[config.mk]
export PLATFORM = sky130hd
export DESIGN_NAME = lowest_free_id_allocator
export DESIGN_NICKNAME = d
export VERILOG_FILES = /design/src/hdl/lfid_pkg.sv /design/src/hdl/lowest_free_id_allocator.sv /design/src/hdl/lfid_ctrl.sv /design/src/hdl/lfid_datapath.sv
export SDC_FILE = /design/constraint.sdc
export NUM_CORES = 2
export LEC_CHECK = 0
export BUFFER_PORTS_ARGS = -buffer_cell sky130_fd_sc_hd__buf_2
export CAP_MARGIN = 20
export CORE_ASPECT_RATIO = 0.75
export CORE_MARGIN = 8
export CORE_UTILIZATION = 55
export CTS_CLUSTER_DIAMETER = 150
export DETAILED_ROUTE_END_ITERATION = 16
export PLACE_DENSITY_LB_ADDON = 0.3
export SETUP_SLACK_MARGIN = 0.15
export SLEW_MARGIN = 20
export SYNTH_ARGS = -nofsm -noshare
export SYNTH_HDL_FRONTEND = slang
export SYNTH_SLANG_ARGS = --single-unit
[constraint.sdc]
create_clock -name clock -period 10.9 [get_ports clock]
set_input_delay 1.09 -clock clock [delete_from_list [all_inputs] [get_ports clock]]
set_output_delay 1.09 -clock clock [all_outputs]
set_load 0.03 [all_outputs]
[src/hdl/lfid_pkg.sv]
// Shared types and constants for the lowest-free id allocator.
// No dependencies; used by every module of the block.
package lfid_pkg;

   // default id space size
   localparam int DEFAULT_MAX_IDS = 1024;

   // bitmap memory word, and the summary slice searched per cycle
   localparam int WORD_W = 32;
   localparam int BIT_W  = 5;
   localparam int SCAN_W = 32;

   typedef enum logic {
      OP_ACQUIRE = 1'b0,
      OP_RELEASE = 1'b1
   } op_type;

   typedef enum logic [1:0] {
      STATUS_OK          = 2'd0,
      STATUS_BAD_RELEASE = 2'd1,
      STATUS_EXHAUSTED   = 2'd2
   } status_type;

   typedef enum logic [2:0] {
      ST_IDLE,
      ST_DISPATCH,
      ST_SCAN,
      ST_ALLOC,
      ST_REL,
      ST_COMPACT
   } state_type;

   // controller -> datapath
   typedef struct packed {
      logic capture;       // latch the request
      logic grow;          // grant the mark and raise it
      logic fail_exhaust;  // report no id available
      logic fail_release;  // report an out-of-range release
      logic scan;          // search one summary slice, read the hit word
      logic alloc;         // take lowest free bit of the read word
      logic rel_read;      // read the word of the released id
      logic rel_commit;    // mark the id free or flag a duplicate
      logic cmp_start;     // read the word just below the mark
      logic cmp_step;      // lower the mark through one word
   } cmd_type;

   // datapath -> controller
   typedef struct packed {
      logic is_release;
      logic has_free;
      logic full;
      logic rel_bad;
      logic rel_top;
      logic chunk_hit;
      logic cmp_done;
   } stat_type;

endpackage

[src/hdl/lowest_free_id_allocator.sv]
// Top level of the lowest-free id allocator.
// Depends on lfid_pkg, lfid_ctrl and lfid_datapath.
//
// Hands out ids 0..MAX_IDS-1, lowest returned id first, else the high-water
// mark, and takes them back; releasing the top id lowers the mark past all
// free ids beneath it. Raise start with the request while busy is low; the
// item is taken at that edge. The result is shown for one cycle with
// rsp_valid high and must be taken then: there is no way to hold it off.
// An acquire of a returned id searches the summary flags one 32-word slice
// per cycle; a top release walks the 32-bit bitmap words in compaction, one
// word per cycle through the single memory read port. The bitmap needs no
// clearing pass after reset: each word is zeroed as the mark first enters
// it, so the block is ready right out of reset.
module lowest_free_id_allocator #(
   parameter  int MAX_IDS = lfid_pkg::DEFAULT_MAX_IDS,
   localparam int ID_W    = $clog2(MAX_IDS),
   localparam int BOUND_W = $clog2(MAX_IDS + 1)
) (
   input  logic               clock,
   input  logic               reset,
   input  logic               start,
   output logic               busy,
   input  logic               req_operation,
   input  logic [ID_W-1:0]    req_release_id,
   output logic               rsp_valid,
   output logic [ID_W-1:0]    rsp_granted_id,
   output logic [1:0]         rsp_status,
   output logic [BOUND_W-1:0] rsp_in_use_bound
);

   lfid_pkg::cmd_type  cmd;
   lfid_pkg::stat_type stat;

   lfid_ctrl u_ctrl (
      .clock (clock),
      .reset (reset),
      .start (start),
      .busy  (busy),
      .stat  (stat),
      .cmd   (cmd)
   );

   lfid_datapath #(
      .MAX_IDS (MAX_IDS)
   ) u_datapath (
      .clock            (clock),
      .reset            (reset),
      .cmd              (cmd),
      .stat             (stat),
      .req_operation    (req_operation),
      .req_release_id   (req_release_id),
      .rsp_valid        (rsp_valid),
      .rsp_granted_id   (rsp_granted_id),
      .rsp_status       (rsp_status),
      .rsp_in_use_bound (rsp_in_use_bound)
   );

endmodule

[src/hdl/lfid_ctrl.sv]
// Controller state machine for the lowest-free id allocator.
// Depends on lfid_pkg; drives the datapath through lfid_pkg::cmd_type.
module lfid_ctrl (
   input  logic               clock,
   input  logic               reset,
   input  logic               start,
   output logic               busy,
   input  lfid_pkg::stat_type stat,
   output lfid_pkg::cmd_type  cmd
);

   lfid_pkg::state_type state_ff, state_in;

   // state register
   always_ff @(posedge clock) begin
      if (reset) begin
         state_ff <= lfid_pkg::ST_IDLE;
      end else begin
         state_ff <= state_in;
      end
   end

   // next state
   always_comb begin
      state_in = state_ff;
      case (state_ff)
         lfid_pkg::ST_IDLE: begin
            if (start) state_in = lfid_pkg::ST_DISPATCH;
         end
         lfid_pkg::ST_DISPATCH: begin
            if (!stat.is_release) begin
               if (stat.has_free) state_in = lfid_pkg::ST_SCAN;
               else               state_in = lfid_pkg::ST_IDLE;
            end else if (stat.rel_bad) begin
               state_in = lfid_pkg::ST_IDLE;
            end else if (stat.rel_top) begin
               state_in = lfid_pkg::ST_COMPACT;
            end else begin
               state_in = lfid_pkg::ST_REL;
            end
         end
         lfid_pkg::ST_SCAN: begin
            if (stat.chunk_hit) state_in = lfid_pkg::ST_ALLOC;
         end
         lfid_pkg::ST_ALLOC: begin
            state_in = lfid_pkg::ST_IDLE;
         end
         lfid_pkg::ST_REL: begin
            state_in = lfid_pkg::ST_IDLE;
         end
         lfid_pkg::ST_COMPACT: begin
            if (stat.cmp_done) state_in = lfid_pkg::ST_IDLE;
         end
         default: begin
            state_in = lfid_pkg::ST_IDLE;
         end
      endcase
   end

   // command outputs
   always_comb begin
      cmd  = '0;
      busy = 1'b1;
      case (state_ff)
         lfid_pkg::ST_IDLE: begin
            busy        = 1'b0;
            cmd.capture = start;
         end
         lfid_pkg::ST_DISPATCH: begin
            if (!stat.is_release) begin
               if (!stat.has_free) begin
                  if (stat.full) cmd.fail_exhaust = 1'b1;
                  else           cmd.grow         = 1'b1;
               end
            end else if (stat.rel_bad) begin
               cmd.fail_release = 1'b1;
            end else if (stat.rel_top) begin
               cmd.cmp_start = 1'b1;
            end else begin
               cmd.rel_read = 1'b1;
            end
         end
         lfid_pkg::ST_SCAN: begin
            cmd.scan = 1'b1;
         end
         lfid_pkg::ST_ALLOC: begin
            cmd.alloc = 1'b1;
         end
         lfid_pkg::ST_REL: begin
            cmd.rel_commit = 1'b1;
         end
         lfid_pkg::ST_COMPACT: begin
            cmd.cmp_step = 1'b1;
         end
         default: begin
            busy = 1'b1;
         end
      endcase
   end

endmodule

[src/hdl/lfid_datapath.sv]
// Datapath for the lowest-free id allocator: bitmap memory, per-word
// summary flags, high-water mark and result registers. Depends on lfid_pkg.
module lfid_datapath #(
   parameter  int MAX_IDS = lfid_pkg::DEFAULT_MAX_IDS,
   localparam int ID_W    = $clog2(MAX_IDS),
   localparam int BOUND_W = $clog2(MAX_IDS + 1)
) (
   input  logic               clock,
   input  logic               reset,
   input  lfid_pkg::cmd_type  cmd,
   output lfid_pkg::stat_type stat,
   input  logic               req_operation,
   input  logic [ID_W-1:0]    req_release_id,
   output logic               rsp_valid,
   output logic [ID_W-1:0]    rsp_granted_id,
   output logic [1:0]         rsp_status,
   output logic [BOUND_W-1:0] rsp_in_use_bound
);

   localparam int WORD_W = lfid_pkg::WORD_W;
   localparam int BIT_W  = lfid_pkg::BIT_W;
   localparam int SCAN_W = lfid_pkg::SCAN_W;
   localparam int NWORDS = (MAX_IDS + WORD_W - 1) / WORD_W;
   localparam int NCHUNK = (NWORDS + SCAN_W - 1) / SCAN_W;
   localparam int AW     = (NWORDS > 1) ? $clog2(NWORDS) : 1;
   localparam int CW     = (NCHUNK > 1) ? $clog2(NCHUNK) : 1;
   localparam int PADW   = AW + BIT_W;

   // request and state registers
   lfid_pkg::op_type     op_ff, op_in;
   logic [ID_W-1:0]      id_ff, id_in;
   logic [BOUND_W-1:0]   mark_ff, mark_in;
   logic [NWORDS-1:0]    summary_ff, summary_in;
   logic [CW-1:0]        chunk_ff, chunk_in;
   logic [AW-1:0]        word_ff, word_in;
   logic [BIT_W-1:0]     bit_ff, bit_in;
   logic                 first_ff, first_in;
   logic                 valid_ff, valid_in;
   logic [ID_W-1:0]      granted_ff, granted_in;
   lfid_pkg::status_type status_ff, status_in;

   // bitmap memory, one read and one write port
   logic [WORD_W-1:0]    mem [NWORDS];
   logic [WORD_W-1:0]    rd_ff;
   logic                 mem_we;
   logic [AW-1:0]        mem_waddr;
   logic [WORD_W-1:0]    mem_wdata;
   logic                 rd_en;
   logic [AW-1:0]        rd_addr;

   // decoded values
   logic [PADW-1:0]      id_ext;
   logic [PADW-1:0]      mm1_ext;
   logic [PADW-1:0]      mark_ext;
   logic [BOUND_W-1:0]   mark_m1;
   logic [NCHUNK*SCAN_W-1:0] sum_pad;
   logic [SCAN_W-1:0]    chunk_bits;
   logic [BIT_W-1:0]     chunk_pos;
   logic [AW-1:0]        found_word;
   logic [BIT_W-1:0]     low_bit;
   logic [WORD_W-1:0]    le_mask;
   logic [WORD_W-1:0]    run_word;
   logic                 run_hit;
   logic [BIT_W-1:0]     run_pos;
   logic [WORD_W-1:0]    clr_mask;
   logic                 cmp_done;

   assign id_ext   = PADW'(id_ff);
   assign mark_m1  = mark_ff - BOUND_W'(1);
   assign mm1_ext  = PADW'(mark_m1);
   assign mark_ext = PADW'(mark_ff);

   // summary slice and its lowest flagged word
   always_comb begin
      sum_pad = '0;
      sum_pad[NWORDS-1:0] = summary_ff;
      chunk_bits = sum_pad[chunk_ff*SCAN_W +: SCAN_W];
      chunk_pos = '0;
      for (int i = SCAN_W - 1; i >= 0; i--) begin
         if (chunk_bits[i]) chunk_pos = BIT_W'(i);
      end
   end
   assign found_word = AW'({chunk_ff, chunk_pos});

   // lowest free bit in the read word
   always_comb begin
      low_bit = '0;
      for (int i = WORD_W - 1; i >= 0; i--) begin
         if (rd_ff[i]) low_bit = BIT_W'(i);
      end
   end

   // compaction: highest in-use bit at or below the cursor
   always_comb begin
      run_hit = 1'b0;
      run_pos = '0;
      for (int i = 0; i < WORD_W; i++) begin
         le_mask[i]  = (BIT_W'(i) <= bit_ff);
         run_word[i] = rd_ff[i] | (first_ff && (BIT_W'(i) == bit_ff));
         if (le_mask[i] && !run_word[i]) begin
            run_hit = 1'b1;
            run_pos = BIT_W'(i);
         end
      end
      for (int i = 0; i < WORD_W; i++) begin
         clr_mask[i] = le_mask[i] && (!run_hit || (BIT_W'(i) > run_pos));
      end
   end
   assign cmp_done = run_hit || (word_ff == '0);

   // status to controller
   always_comb begin
      stat.is_release = (op_ff == lfid_pkg::OP_RELEASE);
      stat.has_free   = |summary_ff;
      stat.full       = (mark_ff == BOUND_W'(MAX_IDS));
      stat.rel_bad    = (BOUND_W'(id_ff) >= mark_ff);
      stat.rel_top    = (BOUND_W'(id_ff) == mark_m1);
      stat.chunk_hit  = |chunk_bits;
      stat.cmp_done   = cmp_done;
   end

   // next-state logic per command
   always_comb begin
      op_in      = op_ff;
      id_in      = id_ff;
      mark_in    = mark_ff;
      summary_in = summary_ff;
      chunk_in   = chunk_ff;
      word_in    = word_ff;
      bit_in     = bit_ff;
      first_in   = first_ff;
      valid_in   = 1'b0;
      granted_in = granted_ff;
      status_in  = status_ff;
      mem_we     = 1'b0;
      mem_waddr  = word_ff;
      mem_wdata  = '0;
      rd_en      = 1'b0;
      rd_addr    = word_ff;

      if (cmd.capture) begin
         op_in    = lfid_pkg::op_type'(req_operation);
         id_in    = req_release_id;
         chunk_in = '0;
      end

      // acquire from the mark; a fresh word is zeroed as the mark enters it
      if (cmd.grow) begin
         granted_in = mark_ff[ID_W-1:0];
         status_in  = lfid_pkg::STATUS_OK;
         valid_in   = 1'b1;
         mark_in    = mark_ff + BOUND_W'(1);
         if (mark_ext[BIT_W-1:0] == '0) begin
            mem_we    = 1'b1;
            mem_waddr = mark_ext[PADW-1:BIT_W];
            mem_wdata = '0;
         end
      end

      if (cmd.fail_exhaust) begin
         granted_in = '0;
         status_in  = lfid_pkg::STATUS_EXHAUSTED;
         valid_in   = 1'b1;
      end

      if (cmd.fail_release) begin
         granted_in = '0;
         status_in  = lfid_pkg::STATUS_BAD_RELEASE;
         valid_in   = 1'b1;
      end

      // summary search, one slice per cycle
      if (cmd.scan) begin
         if (|chunk_bits) begin
            rd_en   = 1'b1;
            rd_addr = found_word;
            word_in = found_word;
         end else begin
            chunk_in = chunk_ff + CW'(1);
         end
      end

      // take the lowest free bit
      if (cmd.alloc) begin
         mem_we     = 1'b1;
         mem_waddr  = word_ff;
         mem_wdata  = rd_ff & ~(WORD_W'(1) << low_bit);
         summary_in[word_ff] = |mem_wdata;
         granted_in = ID_W'({word_ff, low_bit});
         status_in  = lfid_pkg::STATUS_OK;
         valid_in   = 1'b1;
      end

      if (cmd.rel_read) begin
         rd_en   = 1'b1;
         rd_addr = id_ext[PADW-1:BIT_W];
         word_in = id_ext[PADW-1:BIT_W];
         bit_in  = id_ext[BIT_W-1:0];
      end

      // free the id unless it is free already
      if (cmd.rel_commit) begin
         granted_in = '0;
         valid_in   = 1'b1;
         if (rd_ff[bit_ff]) begin
            status_in = lfid_pkg::STATUS_BAD_RELEASE;
         end else begin
            status_in  = lfid_pkg::STATUS_OK;
            mem_we     = 1'b1;
            mem_waddr  = word_ff;
            mem_wdata  = rd_ff | (WORD_W'(1) << bit_ff);
            summary_in[word_ff] = 1'b1;
         end
      end

      if (cmd.cmp_start) begin
         rd_en    = 1'b1;
         rd_addr  = mm1_ext[PADW-1:BIT_W];
         word_in  = mm1_ext[PADW-1:BIT_W];
         bit_in   = mm1_ext[BIT_W-1:0];
         first_in = 1'b1;
      end

      // lower the mark through one word, clearing the free run
      if (cmd.cmp_step) begin
         mem_we    = 1'b1;
         mem_waddr = word_ff;
         mem_wdata = rd_ff & ~clr_mask;
         summary_in[word_ff] = |mem_wdata;
         first_in  = 1'b0;
         if (run_hit) begin
            mark_in = BOUND_W'({word_ff, run_pos}) + BOUND_W'(1);
         end else begin
            mark_in = BOUND_W'({word_ff, {BIT_W{1'b0}}});
         end
         if (cmp_done) begin
            granted_in = '0;
            status_in  = lfid_pkg::STATUS_OK;
            valid_in   = 1'b1;
         end else begin
            rd_en   = 1'b1;
            rd_addr = word_ff - AW'(1);
            word_in = word_ff - AW'(1);
            bit_in  = '1;
         end
      end
   end

   // control registers
   always_ff @(posedge clock) begin
      if (reset) begin
         mark_ff    <= '0;
         summary_ff <= '0;
         chunk_ff   <= '0;
         first_ff   <= 1'b0;
         valid_ff   <= 1'b0;
      end else begin
         mark_ff    <= mark_in;
         summary_ff <= summary_in;
         chunk_ff   <= chunk_in;
         first_ff   <= first_in;
         valid_ff   <= valid_in;
      end
   end

   // payload registers
   always_ff @(posedge clock) begin
      op_ff      <= op_in;
      id_ff      <= id_in;
      word_ff    <= word_in;
      bit_ff     <= bit_in;
      granted_ff <= granted_in;
      status_ff  <= status_in;
   end

   // bitmap memory
   always_ff @(posedge clock) begin
      if (mem_we) mem[mem_waddr] <= mem_wdata;
      if (rd_en)  rd_ff <= mem[rd_addr];
   end

   assign rsp_valid        = valid_ff;
   assign rsp_granted_id   = granted_ff;
   assign rsp_status       = status_ff;
   assign rsp_in_use_bound = mark_ff;

endmodule

-- Word level (Yosys, flattened, before mapping)
Memory sizes are Yosys's and may differ from the RTL's. A register that Yosys moved wholly into a read port is not among the register bits.
Index checks and enable logic that the tools add are counted.
- memories kept: 1
- flip-flop bits (word level): 82
- RAM bits: 1024
- memories (name ; depth ; bits a word ; rd ports ; clocked after Yosys merged registers in ; wr ports ; RTL line ; text):
    u_datapath.mem ; 32 ; 32 ; 1 ; 1 ; 1 ; lfid_datapath.sv:43 ; logic [WORD_W-1:0] mem [NWORDS];
- $add $sub $neg: 5
- reduce and logical (&&, ||, !) cells: 174
- $lt $le $gt $ge: 68
- shifts and indexed selects: 3
- bitwise operators: 38
- equal/unequal tests: 41
- multiplexer cells: 228
- operators with widths (operator ; number):
    2-to-1 mux 5 bit ; 96
    2-to-1 mux 32 bit ; 8
    OR reduction 32 bit ; 4
    logical AND 1 bit ; 97
    equality test 5 bit (first input constant) ; 16
    > comparator 5 bit (first input constant) ; 16
    <= comparator 5 bit (first input constant) ; 16
    2-to-1 mux 1 bit ; 79
    2-to-1 mux 10 bit ; 7
    AND 32 bit ; 2
    bitwise mux 32 bit ; 2
    inverter 32 bit ; 2
    OR 32 bit ; 2
    << shifter 1 x 5 -> 32 bit (first input constant) ; 2
    equality test 4 x 5 -> 1 bit (first input constant) ; 8
    > comparator 4 x 5 -> 1 bit (first input constant) ; 8
    <= comparator 4 x 5 -> 1 bit (first input constant) ; 8
    zero test 1 bit ; 33
    logical OR 1 bit ; 33
    2-to-1 mux 11 bit ; 3
    2-to-1 mux 4 bit ; 8
    OR 1 bit ; 32
    variable part select 32 x 7 -> 32 bit ; 1
    2-to-1 mux 3 bit ; 10
    33 further kinds ; 64

-- Logic depth before layout (Yosys ltp)
- depth after elaboration: 45
- mapped depth: 23
- mapped depth without buffers: 18

-- By module
A second synthesis with hierarchy kept.
- cell total of the unflattened synthesis: 3903
- area total of the unflattened synthesis: 50299.5 um^2
- by module, submodules not included (module ; cells each ; sequential area each (um^2) ; times used ; area each (um^2)):
    lfid_datapath ; 3872 ; 33402.0 ; 1 ; 50053.0
    lfid_ctrl ; 31 ; 60.1 ; 1 ; 246.5

-- Least setup slack after synthesis
OpenSTA, ideal clock, no wires.
- path kind: register to register
- start: reg u_datapath.bit_ff[0]
- end: mem u_datapath.mem[0][14], data pin
- required time: 10.285 ns
- period minus slack after synthesis: 5.746 ns
- cell stages (with the launch flop): 12
- arrival time: 5.131 ns
- setup time: 0.615 ns
- path slack: 5.154 ns
- cells stage by stage: dfxtp_1 buf_2 buf_2 buf_2 buf_1 mux4_2 mux4_2 nand2_1 and4b_1 clkbuf_1 nand2_1 o311ai_0
- cells in the longest elaborated chain, start to end: 43
- RTL lines (item ; RTL line ; text):
    from (decl) ; lfid_datapath.sv:36 ; logic [BIT_W-1:0] bit_ff, bit_in;
    from (signal assigned) ; lfid_datapath.sv:271 ; bit_ff <= bit_in;
    parallel branches: the longest is 42 deep, another holds <= comparator 1 x 5 -> 1 bit ; -- ;
    2-to-1 mux 32 bit (*) ; lfid_datapath.sv:225 ; if (cmd.cmp_step) begin
    via u_datapath.mem_wdata[14] ; lfid_datapath.sv:47 ; logic [WORD_W-1:0] mem_wdata;
    to (decl) ; lfid_datapath.sv:43 ;
Mark *: on every way through the listed nets, which the timed path passes. The select of a mux whose other input is x is not followed.

-- Worst setup path after layout
- start: reg u_datapath.first_ff
- end: reg u_datapath.rd_ff[1], read port of u_datapath.mem, data pin
- cells in the longest elaborated chain, start to end: 39
- RTL lines (item ; RTL line ; text):
    from (decl) ; lfid_datapath.sv:37 ; logic first_ff, first_in;
    from (signal assigned) ; lfid_datapath.sv:261 ; first_ff <= first_in;
    logical AND 1 bit ; lfid_datapath.sv:99 ; run_word[i] = rd_ff[i] | (first_ff && (BIT_W'(i) == bit_ff));
    OR 1 bit ; lfid_datapath.sv:99 ;
    zero test 1 bit ; lfid_datapath.sv:100 ; if (le_mask[i] && !run_word[i]) begin
    logical AND 1 bit ; lfid_datapath.sv:100 ;
    2-to-1 mux 1 bit (31 in a row) ; lfid_datapath.sv:100 ;
    2-to-1 mux 1 bit (*) ; lfid_datapath.sv:100 ;
    logical OR 1 bit (*) ; lfid_datapath.sv:109 ; assign cmp_done = run_hit || (word_ff == '0);
    2-to-1 mux 5 bit or 2-to-1 mux 1 bit (tied branches) ; lfid_datapath.sv:236 ; if (cmp_done) begin
    2-to-1 mux 5 bit or 2-to-1 mux 1 bit (tied branches) ; lfid_datapath.sv:225 ;
    to (decl) ; lfid_datapath.sv:44 ; logic [WORD_W-1:0] rd_ff;
Every way passes the cells marked *; elsewhere a longest branch is shown, timed or not.
A chain may end at the register's enable or synchronous reset.

==> impl_metrics.yaml <==
setup_path:
  cp.arrival_ps: 7510
  r2r_setup_slack_ps: 3800
  crit_path_max_fanout: 52
  critPathLaunchType: "flop"
  cpMaxStageDelayCell: "dfxtp_1"
  critPathRequiredTime_ps: 11310
  worstPathCellList: "nor4bb_1 > a2111o_1 > nand4_1 > nor4_4 > inv_2 > nor4_4 > and2_0 > or2_4 > buf_4 > buf_4 > mux4_2 > a2111oi_0 > a22oi_1"
  path_class: "reg -> reg"
  slowest_delay_ps: 920
  cp-end-kind: "flop"
sta:
  hold_viol_final: 0
  rsz0062_at_grt: "false"
  finalSetupTns_ps: 0
  fin_skew_ps: 38.19
  worst_pin_slew_ps: 1220
  fin_ws_ps: 3796
  final-max-slew-violation-count: 0
  fin_crit_ps: 7104
  clock.fmax_ghz: 0.1408
  fin_crit_sh_pct: 65.17
  maxSlewHeadroom_pct: 18.70
  report.final.setup_viol: 0
  whs_ps: 483.2
global_route:
  grt_pass1_vias: 34160
  grtUsageTotal_pct: 31.42
  antenna_found_initial: 2
  overflow: 0
  grt_max_degree: 191
  grt_pass1_wl_um: 234100
clock_tree:
  post_cts_resize_count: 0
  clock_latency_ps: 700
  cts_tree: "done"
  post_cts.repair.setup_buffers: 0
  cts_root_buf: "clkbuf_16"
  cts_buffers: 104
  clock-sinks: 1138
  cts_hold_buffers: 0
  htreeDepth: 3
  clock_path_buffers: 3
  clkTransAtPathRegs_ps: 70
synth:
  synth.most_common_cell: "edfxtp_1"
  synthCells: 4025
  async_flop_share_pct: 0
  seq_area_frac_synth_pct: 67.07
  yosys.area.top_type: "edfxtp_1"
  avgSynthCellArea_um2: 12.40
  synth_warnings: 0
  yosys.area.top_type_share_pct: 64.22
  synth_common_cells: "edfxtp_1 (1067), nand2_1 (844), nor2_1 (242)"
  syn-cell-area_um2: 49890
  synth_edf_count: 1067
  ys_top_cells_by_area: "edfxtp_1 (64%), nand2_1 (6.3%), mux4_2 (3.3%)"
  synth.distinct_cells: 93
  syn-num-nets: 4061
  synth_top_flop_cell: "edfxtp_1"
  ys_ff_latch: 1138
run_status:
  outcome: "complete, no violations"
route:
  wl_met2_um: 69270
  top_layer: "met5"
  ant_nets: 0
  wl_met1_um: 63470
  drt_pass1_iterations: 9
  wl_per_cell_um: 30.64
  route.met3.wl_um: 23930
  routed_wl_um: 162900
  vias: 36240
  drt_iter0_drc: 6260
  vias_per_cell: 6.816
  drc: 0
final_layout:
  diodes: 0
  fin_nets: 4053
  final_area_um2: 55220
  syn2layout_area_growth_pct: 10.68
  drive_gt1_share_pct: 11.89
power:
  p_per_area_nw_per_um2: 236.5
  power_leakage_nw: 18.18
  peakVddDrop_uv: 394.8
place:
  post-place-ws_ps: 3942
  place_hpwl_um: 89760
  io_buffers: 38
  gp_congestion: 1.072
  placed_area_um2: 51850
job:
  maxCapViolCount: 0
floorplan:
  die_x_um: 363.8
  initial_core_util_pct: 55.59
  core_area_um2: 89740
  io-pin-count: 39
  die-area_um2: 100700
  std_cell_rows: 95
  die_h_um: 276.8
hold_path:
  min_path_type: "reg -> reg"
-- layout make-up --
| cell class | instances | area (µm²) |
|---|---|---|
| clock buffer | 126 | 2706 |
| clock inverter | 67 | 623.1 |
| fill | 6805 | 34520 |
| inverter | 52 | 202.7 |
| multi-input combinational | 2563 | 15570 |
| sequential | 1138 | 33460 |
| tap | 1212 | 1516 |
| timing repair buffer | 158 | 1140 |
-- critical path: cells and delay by family, from the launching register on --
kind / cells / cell delay [ps]
muxes: 1 / 570
AOI/OAI and AO/OA: 3 / 910
DFF: 1 / 920
and+or+nand+nor: 6 / 2780
buffers and inverters: 3 / 1510
-- cells by family after synthesis --
kind of cell	Yosys count	share of synthesized area (%)
adders and majority gates	23	0.5718
xor gates and xnor gates	28	0.4915
buffers and inverters	324	2.756
AOI/OAI and AO/OA	814	10.90
DFF	1138	67.07
muxes	114	4.133
and+or+nand+nor	1584	14.08
-- sequential cells by signal, summed over array words and instances (netlist names) --
signal	cells
u_datapath.mem	1024
u_datapath.bit_ff	5
u_datapath.op_ff	1
u_datapath.rsp_status	2
u_datapath.chunk_ff	1
u_datapath.rsp_granted_id	10
u_datapath.first_ff	1
u_datapath.id_ext	10
u_datapath.word_ff	5
u_ctrl.state_ff	3
u_datapath.rd_ff	32
u_datapath.sum_pad	32
u_datapath.rsp_in_use_bound	11
u_datapath.rsp_valid	1
-- where the power goes --
group          internal, mW  switching (mW)
logic                  1.29            3.17
clock network          1.99            1.64
registers              4.88          0.0864
total                  8.17            4.89
-- placed cells by master (no fill, tap or decap), types with 12 or more instances in the layout --
cell type	count
o21ai_0	100
a21o_1	12
mux2i_1	33
inv_1	49
a22oi_1	42
clkbuf_16	105
nand4_1	47
nand2b_1	28
clkbuf_1	21
o21a_1	13
xnor2_1	20
mux4_2	73
a32oi_1	35
nor2_4	35
a31oi_1	89
a2111oi_0	68
nor2_1	205
o31ai_1	30
o211ai_1	26
a211oi_1	29
nand2_1	838
clkinv_1	25
a21oi_1	233
edfxtp_1	1067
and2_1	18
clkinv_2	18
ha_1	22
buf_2	38
buf_4	115
nand3_1	198
dfxtp_1	70
nor3_1	63
nor2b_1	25
nor4_1	38
-- final timing paths --
| check | cells after the start | start | endpoint |
|---|---|---|---|
| hold reg to reg | 2 | u_datapath.rsp_granted_id[7] | u_datapath.rsp_granted_id[7] |
| setup / recovery | 13 | u_datapath.first_ff | u_datapath.rd_ff[1] |
| setup reg to reg | 13 | u_datapath.first_ff | u_datapath.rd_ff[1] |
| hold / removal | 2 | u_datapath.rsp_granted_id[7] | u_datapath.rsp_granted_id[7] |
-- per-stage QoR --
| stage | power [mW] | instances | util (%) |
|---|---|---|---|
| global placement | 9.321 | 5121 | 57.73 |
| floorplan | 7.946 | 4025 | - |
| CTS | 12.94 | 5315 | 61.48 |
| global route | 13.49 | 5316 | 61.53 |
| finish | 13.06 | 5316 | 61.53 |
| detailed placement | 9.350 | 5122 | 57.77 |
-- metal layers --
metal | vias up | global-route usage, %
li1 | 15250 | -
met1 | 17790 | 46.11
met2 | 2776 | 44.85
met3 | 410 | 8.988
met4 | 4 | 10.67
met5 | - | 0.4410
No activity file was read; power rests on OpenSTA's default activity.
